[src/tsc_pkg.sv]
// Shared types, constants and the register update function of the triad stream cipher.
// No dependencies; every other file of the block imports this package.
`timescale 1ns / 1ps

package tsc_pkg;

    // Default number of warm-up updates after a start request
    localparam int unsigned WARMUP_ROUNDS_DEF = 1024;

    // Configuration port geometry
    localparam int unsigned CFG_IDX_W  = 4;
    localparam int unsigned CFG_DATA_W = 64;

    // Configuration register indexes
    localparam logic [CFG_IDX_W-1:0] CFG_KEY_LO   = CFG_IDX_W'(0);
    localparam logic [CFG_IDX_W-1:0] CFG_KEY_HI   = CFG_IDX_W'(1);
    localparam logic [CFG_IDX_W-1:0] CFG_NONCE_LO = CFG_IDX_W'(2);
    localparam logic [CFG_IDX_W-1:0] CFG_NONCE_HI = CFG_IDX_W'(3);

    // Request kinds carried in tuser
    localparam logic CMD_START = 1'b0;
    localparam logic CMD_DATA  = 1'b1;

    // Updates done per cycle in the fast path (one data byte)
    localparam int unsigned UPD_PER_BYTE = 8;

    // Register lengths in bits
    localparam int unsigned A_LEN = 80;
    localparam int unsigned B_LEN = 88;
    localparam int unsigned C_LEN = 88;

    // Key and nonce material
    typedef struct packed {
        logic [63:0] key_lo;
        logic [63:0] key_hi;
        logic [63:0] nonce_lo;
        logic [31:0] nonce_hi;
    } tsc_keys_t;

    // Cipher state; bit p of each vector is position p (feedback enters at 0)
    typedef struct packed {
        logic [A_LEN-1:0] a;
        logic [B_LEN-1:0] b;
        logic [C_LEN-1:0] c;
    } tsc_state_t;

    // Controller to datapath commands
    typedef struct packed {
        logic load;     // load state from key, nonce and constant
        logic step8;    // eight updates
        logic step1;    // one update
        logic capture;  // register the XORed data byte
    } tsc_cmd_t;

    // A byte lands with its MSB at the lowest position of its slot
    function automatic logic [7:0] rev8(input logic [7:0] v);
        logic [7:0] r;
        for (int i = 0; i < 8; i++) begin
            r[i] = v[7-i];
        end
        return r;
    endfunction

    // Keystream bit of the current state
    function automatic logic tsc_keybit(input tsc_state_t s);
        logic t1, t2, t3;
        t1 = s.a[68] ^ s.a[79] ^ (s.b[85] & s.c[85]);
        t2 = s.b[64] ^ s.b[87];
        t3 = s.c[68] ^ s.c[87];
        return t1 ^ t2 ^ t3;
    endfunction

    // One register update
    function automatic tsc_state_t tsc_update(input tsc_state_t s);
        tsc_state_t n;
        logic t1, t2, t3;
        t1 = s.a[68] ^ s.a[79] ^ (s.b[85] & s.c[85]) ^ (s.a[73] & s.a[79]) ^ s.b[66];
        t2 = s.b[64] ^ s.b[87] ^ (s.b[65] & s.b[87]) ^ s.c[84];
        t3 = s.c[68] ^ s.c[87] ^ (s.c[77] & s.c[87]) ^ s.a[74];
        n.a = {s.a[A_LEN-2:0], t3};
        n.b = {s.b[B_LEN-2:0], t1};
        n.c = {s.c[C_LEN-2:0], t2};
        return n;
    endfunction

endpackage

[src/tsc_cfg_regs.sv]
// Key and nonce configuration registers of the triad stream cipher.
// Depends on tsc_pkg for the register indexes and the key struct.
`timescale 1ns / 1ps

module tsc_cfg_regs import tsc_pkg::*; (
    input  logic                  aclk,
    input  logic                  aresetn,
    input  logic                  cfg_valid,
    output logic                  cfg_ready,
    input  logic [CFG_IDX_W-1:0]  cfg_index,
    input  logic [CFG_DATA_W-1:0] cfg_data,
    output tsc_keys_t             keys
);

    tsc_keys_t keys_reg, keys_next;

    assign cfg_ready = 1'b1;
    assign keys      = keys_reg;

    // Register write decode; unknown indexes are dropped
    always_comb begin
        keys_next = keys_reg;
        if (cfg_valid) begin
            unique case (cfg_index)
                CFG_KEY_LO:   keys_next.key_lo   = cfg_data;
                CFG_KEY_HI:   keys_next.key_hi   = cfg_data;
                CFG_NONCE_LO: keys_next.nonce_lo = cfg_data;
                CFG_NONCE_HI: keys_next.nonce_hi = cfg_data[31:0];
                default:      keys_next          = keys_reg;
            endcase
        end
    end

    always_ff @(posedge aclk) begin
        if (!aresetn) begin
            keys_reg <= '0;
        end else begin
            keys_reg <= keys_next;
        end
    end

endmodule

[src/tsc_datapath.sv]
// Datapath: the three feedback shift registers, eight-update unrolled step and result register.
// Depends on tsc_pkg for the state type, the update function and the command struct.
`timescale 1ns / 1ps

module tsc_datapath import tsc_pkg::*; (
    input  logic      aclk,
    input  logic      aresetn,
    input  tsc_cmd_t  cmd,
    input  tsc_keys_t keys,
    input  logic [7:0] data_byte,
    output logic [7:0] result_byte
);

    tsc_state_t st_reg, st_next;
    tsc_state_t st_load, st_one, st_eight;
    logic [7:0] ks;
    logic [7:0] result_reg, result_next;

    // Initial state from key, nonce and the fixed pattern
    always_comb begin
        st_load.a[ 0 +: 8] = rev8(keys.nonce_lo[ 0 +: 8]);
        st_load.a[ 8 +: 8] = rev8(keys.key_lo[32 +: 8]);
        st_load.a[16 +: 8] = 8'hFF;
        st_load.a[24 +: 8] = rev8(keys.key_lo[24 +: 8]);
        st_load.a[32 +: 8] = 8'hFF;
        st_load.a[40 +: 8] = rev8(keys.key_lo[16 +: 8]);
        st_load.a[48 +: 8] = 8'hFF;
        st_load.a[56 +: 8] = rev8(keys.key_lo[ 8 +: 8]);
        st_load.a[64 +: 8] = rev8(8'hFE);
        st_load.a[72 +: 8] = rev8(keys.key_lo[ 0 +: 8]);
        // second register: nonce bytes 11 down to 1
        st_load.b[ 0 +: 8] = rev8(keys.nonce_hi[24 +: 8]);
        st_load.b[ 8 +: 8] = rev8(keys.nonce_hi[16 +: 8]);
        st_load.b[16 +: 8] = rev8(keys.nonce_hi[ 8 +: 8]);
        st_load.b[24 +: 8] = rev8(keys.nonce_hi[ 0 +: 8]);
        for (int k = 4; k < 11; k++) begin
            st_load.b[8*k +: 8] = rev8(keys.nonce_lo[8*(11-k) +: 8]);
        end
        // third register: key bytes 15 down to 5
        for (int k = 0; k < 8; k++) begin
            st_load.c[8*k +: 8] = rev8(keys.key_hi[8*(7-k) +: 8]);
        end
        for (int k = 8; k < 11; k++) begin
            st_load.c[8*k +: 8] = rev8(keys.key_lo[8*(15-k) +: 8]);
        end
    end

    // Eight updates in one cycle; taps sit above the bits shifted in this cycle
    always_comb begin
        tsc_state_t s;
        s      = st_reg;
        st_one = tsc_update(st_reg);
        for (int u = 0; u < UPD_PER_BYTE; u++) begin
            ks[7-u] = tsc_keybit(s);
            s       = tsc_update(s);
        end
        st_eight = s;
    end

    // State register select
    always_comb begin
        priority if (cmd.load) begin
            st_next = st_load;
        end else if (cmd.step8) begin
            st_next = st_eight;
        end else if (cmd.step1) begin
            st_next = st_one;
        end else begin
            st_next = st_reg;
        end
    end

    assign result_next = cmd.capture ? (data_byte ^ ks) : result_reg;
    assign result_byte = result_reg;

    always_ff @(posedge aclk) begin
        if (!aresetn) begin
            st_reg <= '0;
        end else begin
            st_reg <= st_next;
        end
    end

    // Result holds no control state
    always_ff @(posedge aclk) begin
        result_reg <= result_next;
    end

endmodule

[src/tsc_ctrl.sv]
// Controller: stream handshakes, warm-up round counter and datapath commands.
// Depends on tsc_pkg for request codes and the command struct.
`timescale 1ns / 1ps

module tsc_ctrl import tsc_pkg::*; #(
    parameter int unsigned WARMUP_ROUNDS = WARMUP_ROUNDS_DEF
) (
    input  logic     aclk,
    input  logic     aresetn,
    input  logic     s_tvalid,
    output logic     s_tready,
    input  logic     s_cmd,
    output logic     m_tvalid,
    input  logic     m_tready,
    output tsc_cmd_t cmd
);

    localparam int unsigned CNT_W = $clog2(WARMUP_ROUNDS + 1);

    typedef enum logic [2:0] {
        ST_IDLE = 3'b001,
        ST_WARM = 3'b010,
        ST_OUT  = 3'b100
    } state_t;

    state_t           state_reg, state_next;
    logic [CNT_W-1:0] rounds_reg, rounds_next;
    logic [31:0]      rounds_left;
    logic             big_step;

    assign s_tready = (state_reg == ST_IDLE);
    assign m_tvalid = (state_reg == ST_OUT);

    // Eight updates a cycle while at least eight remain, then single updates
    assign big_step    = (32'(rounds_reg) >= 32'(UPD_PER_BYTE));
    assign rounds_left = 32'(rounds_reg) - (big_step ? 32'(UPD_PER_BYTE) : 32'd1);

    always_comb begin
        state_next  = state_reg;
        rounds_next = rounds_reg;
        cmd         = '0;
        unique case (state_reg)
            ST_IDLE: begin
                if (s_tvalid) begin
                    if (s_cmd == CMD_START) begin
                        cmd.load    = 1'b1;
                        rounds_next = CNT_W'(WARMUP_ROUNDS);
                        state_next  = ST_WARM;
                    end else begin
                        cmd.step8   = 1'b1;
                        cmd.capture = 1'b1;
                        state_next  = ST_OUT;
                    end
                end
            end
            ST_WARM: begin
                cmd.step8   = big_step;
                cmd.step1   = !big_step;
                rounds_next = rounds_left[CNT_W-1:0];
                if (rounds_left == 32'd0) begin
                    state_next = ST_IDLE;
                end
            end
            ST_OUT: begin
                if (m_tready) begin
                    state_next = ST_IDLE;
                end
            end
            default: begin
                state_next = ST_IDLE;
            end
        endcase
    end

    always_ff @(posedge aclk) begin
        if (!aresetn) begin
            state_reg  <= ST_IDLE;
            rounds_reg <= '0;
        end else begin
            state_reg  <= state_next;
            rounds_reg <= rounds_next;
        end
    end

endmodule

[src/triad_stream_cipher_byte.sv]
// Top level of the triad stream cipher: configuration registers, controller and datapath.
// Depends on tsc_pkg, tsc_cfg_regs, tsc_ctrl and tsc_datapath.
`timescale 1ns / 1ps

// Byte-wide stream cipher over three nonlinear feedback shift registers (80, 88, 88 bits).
// Write key and nonce through the cfg port while idle, then send a start request
// (tuser = 0): it loads the registers and runs WARMUP_ROUNDS updates, eight per cycle
// and single updates for the remainder, and yields no result. A data request (tuser = 1)
// XORs the byte with eight keystream bits, MSB first, through the unrolled update logic;
// the result sits in the output register and the next request is taken the cycle after
// it is consumed, so only one byte is in flight at a time. Encrypt and decrypt are
// identical.
module triad_stream_cipher_byte import tsc_pkg::*; #(
    parameter int unsigned WARMUP_ROUNDS = WARMUP_ROUNDS_DEF
) (
    input  logic                  aclk,
    input  logic                  aresetn,
    // configuration write channel
    input  logic                  cfg_valid,
    output logic                  cfg_ready,
    input  logic [CFG_IDX_W-1:0]  cfg_index,
    input  logic [CFG_DATA_W-1:0] cfg_data,
    // request stream
    input  logic                  s_tvalid,
    output logic                  s_tready,
    input  logic [7:0]            s_tdata,   // [7:0] data_byte
    input  logic [0:0]            s_tuser,   // [0] command
    // result stream
    output logic                  m_tvalid,
    input  logic                  m_tready,
    output logic [7:0]            m_tdata    // [7:0] result_byte
);

    tsc_keys_t keys;
    tsc_cmd_t  cmd;

    tsc_cfg_regs u_cfg (
        .aclk      (aclk),
        .aresetn   (aresetn),
        .cfg_valid (cfg_valid),
        .cfg_ready (cfg_ready),
        .cfg_index (cfg_index),
        .cfg_data  (cfg_data),
        .keys      (keys)
    );

    tsc_ctrl #(
        .WARMUP_ROUNDS (WARMUP_ROUNDS)
    ) u_ctrl (
        .aclk     (aclk),
        .aresetn  (aresetn),
        .s_tvalid (s_tvalid),
        .s_tready (s_tready),
        .s_cmd    (s_tuser[0]),
        .m_tvalid (m_tvalid),
        .m_tready (m_tready),
        .cmd      (cmd)
    );

    tsc_datapath u_dp (
        .aclk        (aclk),
        .aresetn     (aresetn),
        .cmd         (cmd),
        .keys        (keys),
        .data_byte   (s_tdata),
        .result_byte (m_tdata)
    );

endmodule

[config.mk]
export PLATFORM = sky130hd
export DESIGN_NAME = triad_stream_cipher_byte
export DESIGN_NICKNAME = d
export VERILOG_FILES = /design/src/tsc_pkg.sv /design/src/tsc_cfg_regs.sv /design/src/tsc_datapath.sv /design/src/tsc_ctrl.sv /design/src/triad_stream_cipher_byte.sv
export SDC_FILE = /design/constraint.sdc
export NUM_CORES = 1
export LEC_CHECK = 0
export BUFFER_PORTS_ARGS = -buffer_cell sky130_fd_sc_hd__buf_2
export CAP_MARGIN = 10
export CELL_PAD_IN_SITES_DETAIL_PLACEMENT = 1
export CELL_PAD_IN_SITES_GLOBAL_PLACEMENT = 1
export CORE_ASPECT_RATIO = 2
export CORE_UTILIZATION = 46
export DETAILED_ROUTE_END_ITERATION = 7
export PLACE_DENSITY_LB_ADDON = 0.25
export RECOVER_POWER = 25
export SLEW_MARGIN = 0
export SYNTH_ARGS = -nofsm -noshare
export SYNTH_HDL_FRONTEND = slang
export SYNTH_SLANG_ARGS = --single-unit
[constraint.sdc]
create_clock -name aclk -period 3.8 [get_ports aclk]
set_clock_uncertainty 0.05 [all_clocks]
set_input_delay 0.19 -clock aclk [delete_from_list [all_inputs] [get_ports aclk]]
set_output_delay 0.19 -clock aclk [all_outputs]
set_load 0.005 [all_outputs]
==> impl.org, run 1 <==
** Run status
- The run finished, with violations left.
- The checks that failed: max-capacitance violations, max-slew violations.

** Critical path
- Combined buffer and inverter count along the critical path :: 0
- Type of the worst setup path :: reg2reg
- Max stage delay cell, worst path :: sky130_fd_sc_hd__or4_4
- The cell family contributing the most delay on the critical path is simple AND/OR/NAND/NOR gates.
- Traced cell by cell, the critical path runs through or4_4 -> nor2_4 -> ha_1 -> ha_1 -> nor2b_2 -> o21ba_2 -> nor4b_1 -> ha_1 -> nand4b_1 -> or4_1 -> o31ai_1 -> a311o_1.
- The worst setup path is launched from a register.
- Among the stages of the critical path, the cell type that occurs most often is sky130_fd_sc_hd__ha_1.
- Type of destination of the critical path :: register
- Req. time, crit path :: 4.27 ns
- Across all register-to-register paths, the minimum setup slack is 0.25 ns.
- For this run, the slowest stage of the critical path takes 0.59 ns.
- For the worst setup path, the data arrival time is 4.02 ns.
- Of all nets on the critical path, the largest fanout is 8.

** Logic synthesis
- Area fraction of the dominant cell type after synthesis :: 0.430
- After synthesis, the cell types taking the most area are sky130_fd_sc_hd__dfxtp_1 (43%), sky130_fd_sc_hd__nand2_1 (15%), sky130_fd_sc_hd__nor3_1 (7.6%).
- Synthesized area per cell :: 7.42 µm²
- In the synthesized netlist the dominant register cell turns out to be sky130_fd_sc_hd__dfxtp_1.
- Of the synthesized area, sequential elements account for 0.441.
- The synthesized design contains 8 enable-type register cells.
- Net count after synthesis :: 3184
- Synthesis handed over a netlist of 3098 instances.
- The mapped netlist covers 23000 µm².
- Number of different library cells in the post-synthesis netlist :: 50
- For this run, the number of Yosys warnings is 0.
- FFs w/ async S/R, synth :: 0
- Flip-flop and latch count after synthesis :: 502
- Cell type contributing the most total cell area after synthesis :: sky130_fd_sc_hd__dfxtp_1

** Timing
- Derived from the worst setup path, the maximum achievable clock frequency is 281 MHz.
- Setup repair after global routing left no endpoint under its margin.
- Final Critical Period :: 3.55 ns
- Setup violations remaining at the end of the flow were counted as 0.
- Worst Setup Slack, final :: 0.246 ns
- The final count of pins violating max slew is 228.
- Setup total negative slack :: 0 ns
- Slew Limit Headroom :: -0.996
- Portion of the clock cycle consumed by the worst path in the final layout :: 0.935
- Final Hold Viols :: 0
- Tightest Pin Transition :: 2.99 ns

** Placement
- OpenSTA, run right after detailed placement, puts the worst setup slack at 0.221 ns.
- Input and output buffers added on the ports amount to 91.
- Routability-driven placement congestion ratio :: 0.888
- HPWL Detailed :: 56300 µm

** Pwr
- Power per cell area :: 570 nW/µm²
- Leakage component of the power :: 9.25 nW
- The design draws 14.8 mW.
- Maximum vdd drop :: 0.000351 V

** Route
- Metal2 WL :: 43800 µm
- In the routed design, unresolved DRC markers number 0.
- Average wire length per cell after detail routing :: 23.4 µm
- Length of routed met3 wiring :: 3710 µm
- DRT antenna net count :: 0
- The routed layout has 22600 vias.
- Routed WL :: 88200 µm
- After detailed routing, the number of vias per cell comes to 6.01.
- First DRT Iteration DRCs :: 1255
- Detailed-routing iteration count for the pre-antenna-repair pass :: 5
- Highest routed layer :: met4
- Post-route met1 wirelength :: 32100 µm

** Floorplanning
- From bottom edge to top edge, the die measures 318 µm.
- After floorplanning, the core was sized to cover 49200 µm².
- Top-level port count :: 93
- Placement Rows :: 115
- The die is 160 µm wide.
- For this configuration, the core starts out at a cell density of 0.467.
- The die covers 50900 µm².

** Global routing
- The initial antenna violation count is 0.
- For this run the aggregate overflow at the end of global routing stands at 0.
- Entering global routing, the biggest net connects 169 pins.
- Global-route wire length before repair :: 137000 µm
- The number of global-route vias before repair came to 23900.
- Total track usage :: 0.346

** CTS
- TritonCTS built the clock tree.
- CTS built an H-tree with a depth of 2.
- Clock tree root driver cell :: sky130_fd_sc_hd__clkbuf_16
- Counting every sink on the clock net gives 502.
- Post-CTS timing repair inserted 0 buffers for setup.
- Number of buffers inserted during clock tree synthesis :: 48
- Number of buffers on the longest clock path :: 3
- After clock tree synthesis, the clock-pin slew on the worst setup and hold paths is 0.07 ns.
- Clock insertion delay at the later pin of the skew report :: 0.60 ns

** Final layout
- Count of antenna diodes in the layout :: 0
- The register with the most flip-flops in the layout has 232 of them.
- In the layout the commonest cells are sky130_fd_sc_hd__nand2_1 (944), sky130_fd_sc_hd__dfxtp_1 (494), sky130_fd_sc_hd__nor3_1 (350).
- Of the cells placed in the final design, the portion with a size suffix greater than 1 is 0.0891.
- Leaving out fill and tap cells, the most frequent cell in the layout is sky130_fd_sc_hd__nand2_1.
- Compared with the post-synthesis result, the final layout area differs by 13.0%.
- Final net count :: 3166

** Min path
- The path class of the tightest hold or removal check is in2reg.

** Flow run
- The tool flagged a number of max-cap violations equal to 4.
-- stage by stage --
stage                     hold slack, ns  cells  utilization  instance area [µm²]
after CTS                         0.0245   3763        0.528                26000
after floorplan                    0.276   3098            -                23000
after global routing              0.0398   3763        0.528                26000
final                             0.0398   3763        0.528                26000
after detailed placement           0.394   3601        0.479                23600
after global placement             0.389   3601        0.479                23600
-- final timing paths --
| check | start | to | cells after the start |
|---|---|---|---|
| setup reg to reg | u_ctrl.rounds_reg[5] | u_ctrl.state_reg[0] | 12 |
| setup / recovery | u_ctrl.rounds_reg[5] | u_ctrl.state_reg[0] | 12 |
| hold / removal | s_tdata[4] | u_dp.result_byte[4] | 3 |
| hold reg to reg | u_cfg.keys[143] | u_cfg.keys[143] | 2 |
-- cell families after synthesis --
| family | count (synthesis) | synth area share |
|---|---|---|
| buf+inv | 275 | 0.0536 |
| simple gates | 1599 | 0.307 |
| compound gates | 562 | 0.132 |
| fa+ha+maj | 4 | 0.00218 |
| flops | 502 | 0.441 |
| mux | 48 | 0.0235 |
| xor+xnor | 107 | 0.0408 |
| other cells | 1 | 0.000163 |
-- where the power goes --
part           switching (mW)  internal (mW)
registers               0.548           5.71
clock network            2.19           3.02
logic                    2.09           1.25
-- layout make-up --
| class | instances | area (µm²) |
|---|---|---|
| inverters | 7 | 33.8 |
| fillers | 6241 | 23200 |
| clock buffers | 69 | 1420 |
| clock inverters | 21 | 268 |
| well taps | 643 | 805 |
| flip-flops and latches | 502 | 10100 |
| multi-input cells | 2321 | 11700 |
| repair buffers | 200 | 1640 |
-- worst min-delay path: stages --
cell,delay [ns]
sky130_fd_sc_hd__buf_2,0.10
sky130_fd_sc_hd__xor2_1,0.07
sky130_fd_sc_hd__xnor2_1,0.19
-- what timing repair did --
item | in CTS | in global routing
endpoints found under the hold margin | 233 | 0
hold buffers | 72 | 0
setup endpoints to repair | 0 | 1
gates resized for setup | 0 | 1
-- layer usage --
metal | GRT usage | up-vias
li1 | - | 10400
met1 | 0.371 | 11200
met2 | 0.598 | 700
met3 | 0.0382 | 317
met4 | 0.301 | 0
met5 | 0 | -
-- cells in the mapped netlist, types with 2 or more instances --
library cell,count
sky130_fd_sc_hd__nand4b_1,2
sky130_fd_sc_hd__o21ai_0,212
sky130_fd_sc_hd__buf_2,28
sky130_fd_sc_hd__nor2_1,42
sky130_fd_sc_hd__a22oi_1,4
sky130_fd_sc_hd__and2_1,4
sky130_fd_sc_hd__xnor2_1,82
sky130_fd_sc_hd__ha_1,4
sky130_fd_sc_hd__a311oi_1,9
sky130_fd_sc_hd__dfxtp_1,494
sky130_fd_sc_hd__xor2_1,25
sky130_fd_sc_hd__nor2b_1,21
sky130_fd_sc_hd__a31oi_1,76
sky130_fd_sc_hd__o211ai_1,2
sky130_fd_sc_hd__o31ai_1,2
sky130_fd_sc_hd__nor3_1,350
sky130_fd_sc_hd__a21oi_1,234
sky130_fd_sc_hd__and3_1,159
sky130_fd_sc_hd__or3_1,2
sky130_fd_sc_hd__nor4_1,2
sky130_fd_sc_hd__inv_1,6
sky130_fd_sc_hd__buf_4,7
sky130_fd_sc_hd__a31o_2,7
sky130_fd_sc_hd__nor3b_1,2
sky130_fd_sc_hd__nand2_1,947
sky130_fd_sc_hd__a211oi_1,10
sky130_fd_sc_hd__a21o_1,2
sky130_fd_sc_hd__buf_1,11
sky130_fd_sc_hd__buf_6,17
sky130_fd_sc_hd__nand2b_1,11
sky130_fd_sc_hd__clkbuf_1,204
sky130_fd_sc_hd__nand3_1,45
sky130_fd_sc_hd__mux2_2,47
sky130_fd_sc_hd__or4_1,3
sky130_fd_sc_hd__or2_2,3
sky130_fd_sc_hd__edfxtp_1,8
Power figures use the tool's default switching activity.
==> inputs of run 2 (changes only) <==
CTS_CLUSTER_SIZE = 28   (was default)
GPL_TIMING_DRIVEN = 0   (was default)
==> run 2 against run 1 <==
  * The run now ends clean
  * Global-route usage increased by 6.9 points
  * Sequential share of layout area shrank 1.0 points
  * Count of clock-buffer cells in the layout fell by 3
  * Register-to-register slack about the same
  * Cell count is 6.2% higher
  * Hold slack improved by 0.0038 ns
  * Via count grew 5.3%
  * Power grew 2.1%
  * Setup slack worse by 0.0041 ns
  * Flip-flop and latch count unchanged
  * Routed wire length rose by 19%
  * Combinational power is 12% higher
==> impl.org, run 2 (synthesis results as in run 1) <==
** Run status
- The flow ran to the end, and the final reports show no timing, DRC or antenna violations.

** Placement
- Worst slack, placed :: -0.186 ns
- Summed over all nets, the half-perimeter wirelength after detailed placement is 78200 µm.
- Routability-driven placement finished with a final weighted congestion of 1.00.
- Port buffering added 88 buffers.

** Critical path
- Type of the worst setup path :: reg2reg
- STA classifies the critical path startpoint as a register.
- Timing startpoint of the critical path :: u_ctrl.rounds_reg[6]
- In this run the worst path has a maximum fanout of 9.
- For the worst setup path, the data required time is 4.29 ns.
- Start of the worst register-to-register path :: u_ctrl.rounds_reg[6]
- The worst setup path is captured at a register.
- Across all register-to-register paths, the minimum setup slack is 0.24 ns.
- Data on the critical path arrives at its endpoint at 4.05 ns.

** Final layout
- In the layout the commonest cells are sky130_fd_sc_hd__nand2_1 (947), sky130_fd_sc_hd__dfxtp_1 (494), sky130_fd_sc_hd__nor3_1 (349).
- Flip-flop count of the largest register after layout :: 232
- Area taken by flip-flops and latches :: 10100 µm²
- In the final layout, the share of cells above drive strength 1 is 0.0853.
- Leading cell type in the layout, fill and taps excluded :: sky130_fd_sc_hd__nand2_1
- Area used by multi-input combinational logic :: 11700 µm²
- Layout fillers :: 6281
- Area growth from synthesis to layout :: 16.1%
- The final layout contains 3399 nets.

** Route
- First DRT Iteration DRCs :: 1378
- Via count of the routed design :: 23800
- After detailed routing, the number of remaining DRC violations is 0.
- The final layout contains routed wiring with a total length of 105000 µm.
- Average wire length per cell after detail routing :: 26.4 µm
- The count of nets left with antenna violations once routing finished came out at 0.
- The pre-antenna-repair detailed-routing pass consisted of 5 iterations.
- In the routed layout, each cell is associated on average with a via count of 5.96.

** Global routing
- Maximum number of pins on one net before global-route repair :: 16
- For this run the aggregate overflow at the end of global routing stands at 0.
- For this run, the total global-route usage over all layers was measured as 0.414.
- The first global-routing pass estimated 157000 µm of wire.
- Initial antenna violation count :: 8
- Via count of the first global-routing pass :: 25900

** Floorplanning
- Measured along the y axis, the die boundary spans 318 µm.
- The die covers 50900 µm².
- During I/O placement, the number of pins put on the boundary was 93.
- Placement Rows :: 115
- The floorplan step set the die width to 160 µm.
- In this run the standard cell core region covers 49200 µm².
- Effective utilization at floorplan :: 0.467

** Timing
- Setup violations remaining at the end of the flow were counted as 0.
- Setup repair after global routing left no endpoint under its margin.
- Portion of the clock cycle consumed by the worst path in the final layout :: 0.936
- The final number of hold-violating endpoints was 0.
- Slew Limit Headroom :: 0.186
- Tightest Pin Transition :: 1.22 ns
- Final Critical Period :: 3.56 ns
- Static timing analysis puts the maximum clock frequency at 281 MHz.
- In the post-route analysis, the smallest setup slack over all paths is 0.242 ns.
- Worst hold-check slack :: 0.0436 ns
- The final count of pins violating max slew is 0.

** Min path
- Tightest Hold Check Type :: in2reg
- In this run the most critical hold path is launched from s_tvalid.

** CTS
- Clock tree root driver cell :: sky130_fd_sc_hd__clkbuf_16
- CTS tree :: done
- After clock tree synthesis, the clock-pin slew on the worst setup and hold paths is 0.07 ns.
- Number of buffers on the longest clock path :: 3
- Clock sinks :: 502
- Clock insertion delay at the later pin of the skew report :: 0.60 ns
- CTS H-tree lvls :: 2
- Number of buffers inserted during clock tree synthesis :: 48

** Pwr
- Power per cell area :: 566 nW/µm²
- The worst-case IR drop observed on VDD is 0.000416 V.
- In this run the static leakage power is 9.50 nW.

** Flow run
- Reported max-cap violation count :: 0
-- run 2: worst paths after layout --
check,to,cells past startpoint
max,u_ctrl.state_reg[0],13
min,u_ctrl.state_reg[1],4
max reg2reg,u_ctrl.state_reg[0],13
min reg2reg,u_cfg.keys[62],2
-- run 2: repair_timing --
action,4_1_cts,5_1_grt
setup endpoints to repair,2,2
endpoints found under the hold margin,234,0
hold buffers,74,0
gates resized for setup,3,2
pin swaps,0,1
setup buffers,0,1
-- run 2: final cells by class --
cell class | instances | share of cell area
Multi-Input combinational cell | 2321 | 0.437
Sequential cell | 502 | 0.379
Clock buffer | 66 | 0.0529
Timing Repair Buffer | 166 | 0.0456
Buffer | 267 | 0.0450
Tap cell | 643 | 0.0301
Clock inverter | 22 | 0.00876
Inverter | 7 | 0.000984
Antenna cell | 4 | 0.000375
-- run 2: power breakdown --
part | internal [mW] | switching [mW]
clock network | 2.88 | 2.27
logic | 1.36 | 2.38
registers | 5.71 | 0.522
-- run 2: routing by layer --
metal	up-vias	GRT usage	routed length, µm
met5	-	0	47
met4	8	0.414	11900
met3	466	0.0781	5020
met2	809	0.740	53100
met1	11600	0.385	35300
li1	10900	-	-
-- run 2: metrics by stage --
step           utilization  cell area (µm²)  instances  setup TNS (ns)  total power, mW
3_3_place_gp         0.492            24200       3829           -2.40             9.74
4_1_cts              0.542            26700       3994               0             15.0
6_report             0.542            26700       3998               0             15.1
3_5_place_dp         0.493            24300       3832          -0.350             9.87
5_1_grt              0.542            26700       3995               0             15.6
2_1_floorplan            -            23000       3098               0             8.51
-- run 2: worst max-delay path: stages, from the launching register on --
cell,delay [ns]
sky130_fd_sc_hd__dfxtp_1,0.30
sky130_fd_sc_hd__buf_2,0.16
sky130_fd_sc_hd__or4_4,0.56
sky130_fd_sc_hd__nor2_4,0.16
sky130_fd_sc_hd__ha_1,0.19
sky130_fd_sc_hd__ha_1,0.20
sky130_fd_sc_hd__nor2b_4,0.21
sky130_fd_sc_hd__o21ba_2,0.21
sky130_fd_sc_hd__nor4b_2,0.22
sky130_fd_sc_hd__ha_1,0.18
sky130_fd_sc_hd__nand4b_1,0.08
sky130_fd_sc_hd__or4_1,0.53
sky130_fd_sc_hd__o31ai_4,0.25
sky130_fd_sc_hd__a311o_1,0.19
==> inputs of run 3 (changes only) <==
BUFFER_PORTS_ARGS = default   (was -buffer_cell sky130_fd_sc_hd__buf_2)
CORE_UTILIZATION = 47   (was 46)
DONT_BUFFER_PORTS = 1   (was default)
==> run 3 against run 2 <==
  * Fmax decreased by 2.5%
  * Combinational power down 1%
  * Clock power decreased by 2%
  * Final area decreased by 1.8%
  * First-iteration DRC count up 8.9%
  * Critical path type unchanged
  * Highest routed layer unchanged
==> impl.org, run 3 (synthesis results as in run 1) <==
** Global routing
- Maximum number of pins on one net before global-route repair :: 16
- Total track usage :: 0.418
- Via count of the first global-routing pass :: 25000
- The initial antenna violation count came to 18.
- Total overflow reported by the global router :: 0
- The first global-routing pass estimated 152000 µm of wire.

** Placement
- The HPWL after detailed placement is 76800 µm.
- Number of port buffers :: 0
- Worst slack, placed :: -0.128 ns
- Routability-driven placement finished with a final weighted congestion of 1.03.

** Pwr
- Of the total power, registers draw 0.416.
- Leakage component of the power :: 9.13 nW
- For this design the total switching power over the nets is 5.12 mW.
- Power per cell area :: 570 nW/µm²
- Across the VDD grid, the largest voltage drop is 0.000359 V.
- Cell-internal power :: 9.83 mW
- The share of total power dissipated in combinational logic is 0.247.
- Of the total power, the clock network draws 0.338.
- Total power draw :: 15.0 mW
- Switching share of power :: 0.343

** Route
- Detailed-routing iteration count for the pre-antenna-repair pass :: 7
- First DRT Iteration DRCs :: 1501
- DRT antenna net count :: 0
- After detailed routing, the number of vias per cell comes to 6.06.
- Average wire length per cell after detail routing :: 26.5 µm
- Via count of the routed design :: 23700
- Routed WL :: 104000 µm
- For this run, design rule violations remaining after detail routing come to 0.

** Timing
- For this run, the top clock speed supported by timing is 274 MHz.
- # setup viols final :: 0
- Dividing the final minimum period by the clock period gives 0.960.
- Final Critical Period :: 3.65 ns
- In the post-route analysis, the smallest setup slack over all paths is 0.151 ns.
- For the pin with the worst max-slew slack, the measured transition is 1.30 ns.
- Headroom to the max-slew limit came out at 0.134.
- Setup repair after global routing left no endpoint under its margin.
- Final Hold Viols :: 0
- Setup total negative slack :: 0 ns
- The final count of pins violating max slew was 0.

** Floorplanning
- Width of the die :: 158 µm
- 93 I/O pins were placed.
- Placement Rows :: 114
- Floorplan Core Area :: 48400 µm²
- Die Height :: 315 µm
- Die area :: 49900 µm²
- Effective utilization at floorplan :: 0.475

** Critical path
- Data arrives at the worst endpoint at 4.14 ns.
- In this run the worst setup path terminates at u_ctrl.state_reg[0].
- Along the worst path, the maximum fanout reaches 7.
- The worst register-to-register path begins at u_ctrl.rounds_reg[4].
- Req. time, crit path :: 4.29 ns
- Counting cells, the worst reg-to-reg path comes to 13.
- Slack of the worst reg-to-reg path :: 0.15 ns
- The endpoint identified for the worst register-to-register timing path is u_ctrl.state_reg[0].
- Type of destination of the critical path :: register
- In this run the worst setup path begins at u_ctrl.rounds_reg[4].
- Type of the worst setup path :: reg2reg
- The worst setup path is launched from a register.

** Min path
- In this run the most critical hold path is launched from s_tdata[6].
- Tightest Hold Check Type :: in2reg

** CTS
- After clock tree synthesis, the clock-pin slew on the worst setup and hold paths is 0.07 ns.
- Number of setup buffers added after CTS :: 0
- TritonCTS built the clock tree.
- The clock tree synthesis step divided the H-tree into 2 levels.
- Clock tree root driver cell :: sky130_fd_sc_hd__clkbuf_16
- Number of buffers inserted during clock tree synthesis :: 48
- Clock sinks :: 502
- Clock latency on the worst-skew pair, taken at its later pin, is 0.61 ns.
- No sink is reached through more buffers than the 3 on the longest clock path.

** Final layout
- Final net count :: 3311
- Flip-flop count of the largest register after layout :: 232
- Relative to the synthesized area, the layout overhead comes to 14.0%.
- Area used by multi-input combinational logic :: 11700 µm²
- Area taken by flip-flops and latches :: 10100 µm²
- After filler insertion, the fill cell instance count of the layout stands at 6141.
- Of the cells placed in the final design, the portion with a size suffix greater than 1 is 0.0595.
- Leaving out fill and tap cells, the most frequent cell in the layout is sky130_fd_sc_hd__nand2_1.
- Commonest cells after routing, fill and taps aside :: sky130_fd_sc_hd__nand2_1 (947), sky130_fd_sc_hd__dfxtp_1 (494), sky130_fd_sc_hd__nor3_1 (349)

** Run status
- Run status :: completed

** Flow run
- Reported max-cap violation count :: 0
==> run 3: final cells by class <==
cell class                 count  share of cell area
sequential                   502               0.386
buffer                       268              0.0460
multi-input combinational   2321               0.445
clock inverter                19             0.00816
timing repair buffer          77              0.0295
clock buffer                  65              0.0522
tap                          638              0.0305
inverter                       7             0.00100
antenna                       14             0.00134
==> run 3: metal layers <==
layer | vias to the layer above | global-route usage | wire, µm
met5 | - | 0 | 50
met1 | 11600 | 0.392 | 34400
li1 | 10700 | - | -
met2 | 900 | 0.729 | 51300
met3 | 490 | 0.0832 | 5850
met4 | 8 | 0.425 | 12000
==> run 3: power by group through the flow <==
stage	registers [mW]	clock network [mW]	logic [mW]
after floorplan	6.07	0	2.44
after global placement	6.28	0	3.32
after detailed placement	6.30	0	3.42
after CTS	6.19	5.04	3.61
after global routing	6.24	5.23	3.96
final	6.21	5.05	3.69
==> run 3: worst max-delay path: stages, from the launching register on <==
cell and delay [ns]:
sky130_fd_sc_hd__dfxtp_1 0.30, sky130_fd_sc_hd__clkbuf_1 0.20, sky130_fd_sc_hd__or4_1 0.57, sky130_fd_sc_hd__nor2_4 0.16
sky130_fd_sc_hd__ha_1 0.18, sky130_fd_sc_hd__ha_1 0.19, sky130_fd_sc_hd__nor2b_4 0.22, sky130_fd_sc_hd__o21ba_2 0.21
sky130_fd_sc_hd__nor4b_2 0.24, sky130_fd_sc_hd__ha_1 0.19, sky130_fd_sc_hd__nand4b_1 0.09, sky130_fd_sc_hd__or4_1 0.54
sky130_fd_sc_hd__o31ai_4 0.25, sky130_fd_sc_hd__a311o_1 0.19
==> run 3: worst min path at each step <==
stage | endpoint | cells after the start
6_report | u_dp.result_byte[6] | 4
5_1_grt | u_dp.result_byte[6] | 4
4_1_cts | u_dp.result_byte[6] | 4
3_5_place_dp | u_cfg.keys[138] | 2
3_3_place_gp | u_cfg.keys[72] | 2
2_1_floorplan | u_cfg.keys[0] | 2
==> run 3: repair_timing <==
action	in CTS	in global routing
hold buffers	75	0
endpoints found under the setup margin	2	2
hold endpoints to repair	234	0
resized for setup	3	2
==> run 3: metrics by stage <==
step                      std cells  hold slack [ns]  cell area [µm²]  utilization
after CTS                      3897            0.136            26200        0.541
after detailed placement       3738            0.284            23800        0.493
after global placement         3736            0.278            23800        0.492
final                          3911            0.149            26200        0.542
after global routing           3908            0.179            26200        0.542
after floorplan                3098            0.276            23000            -
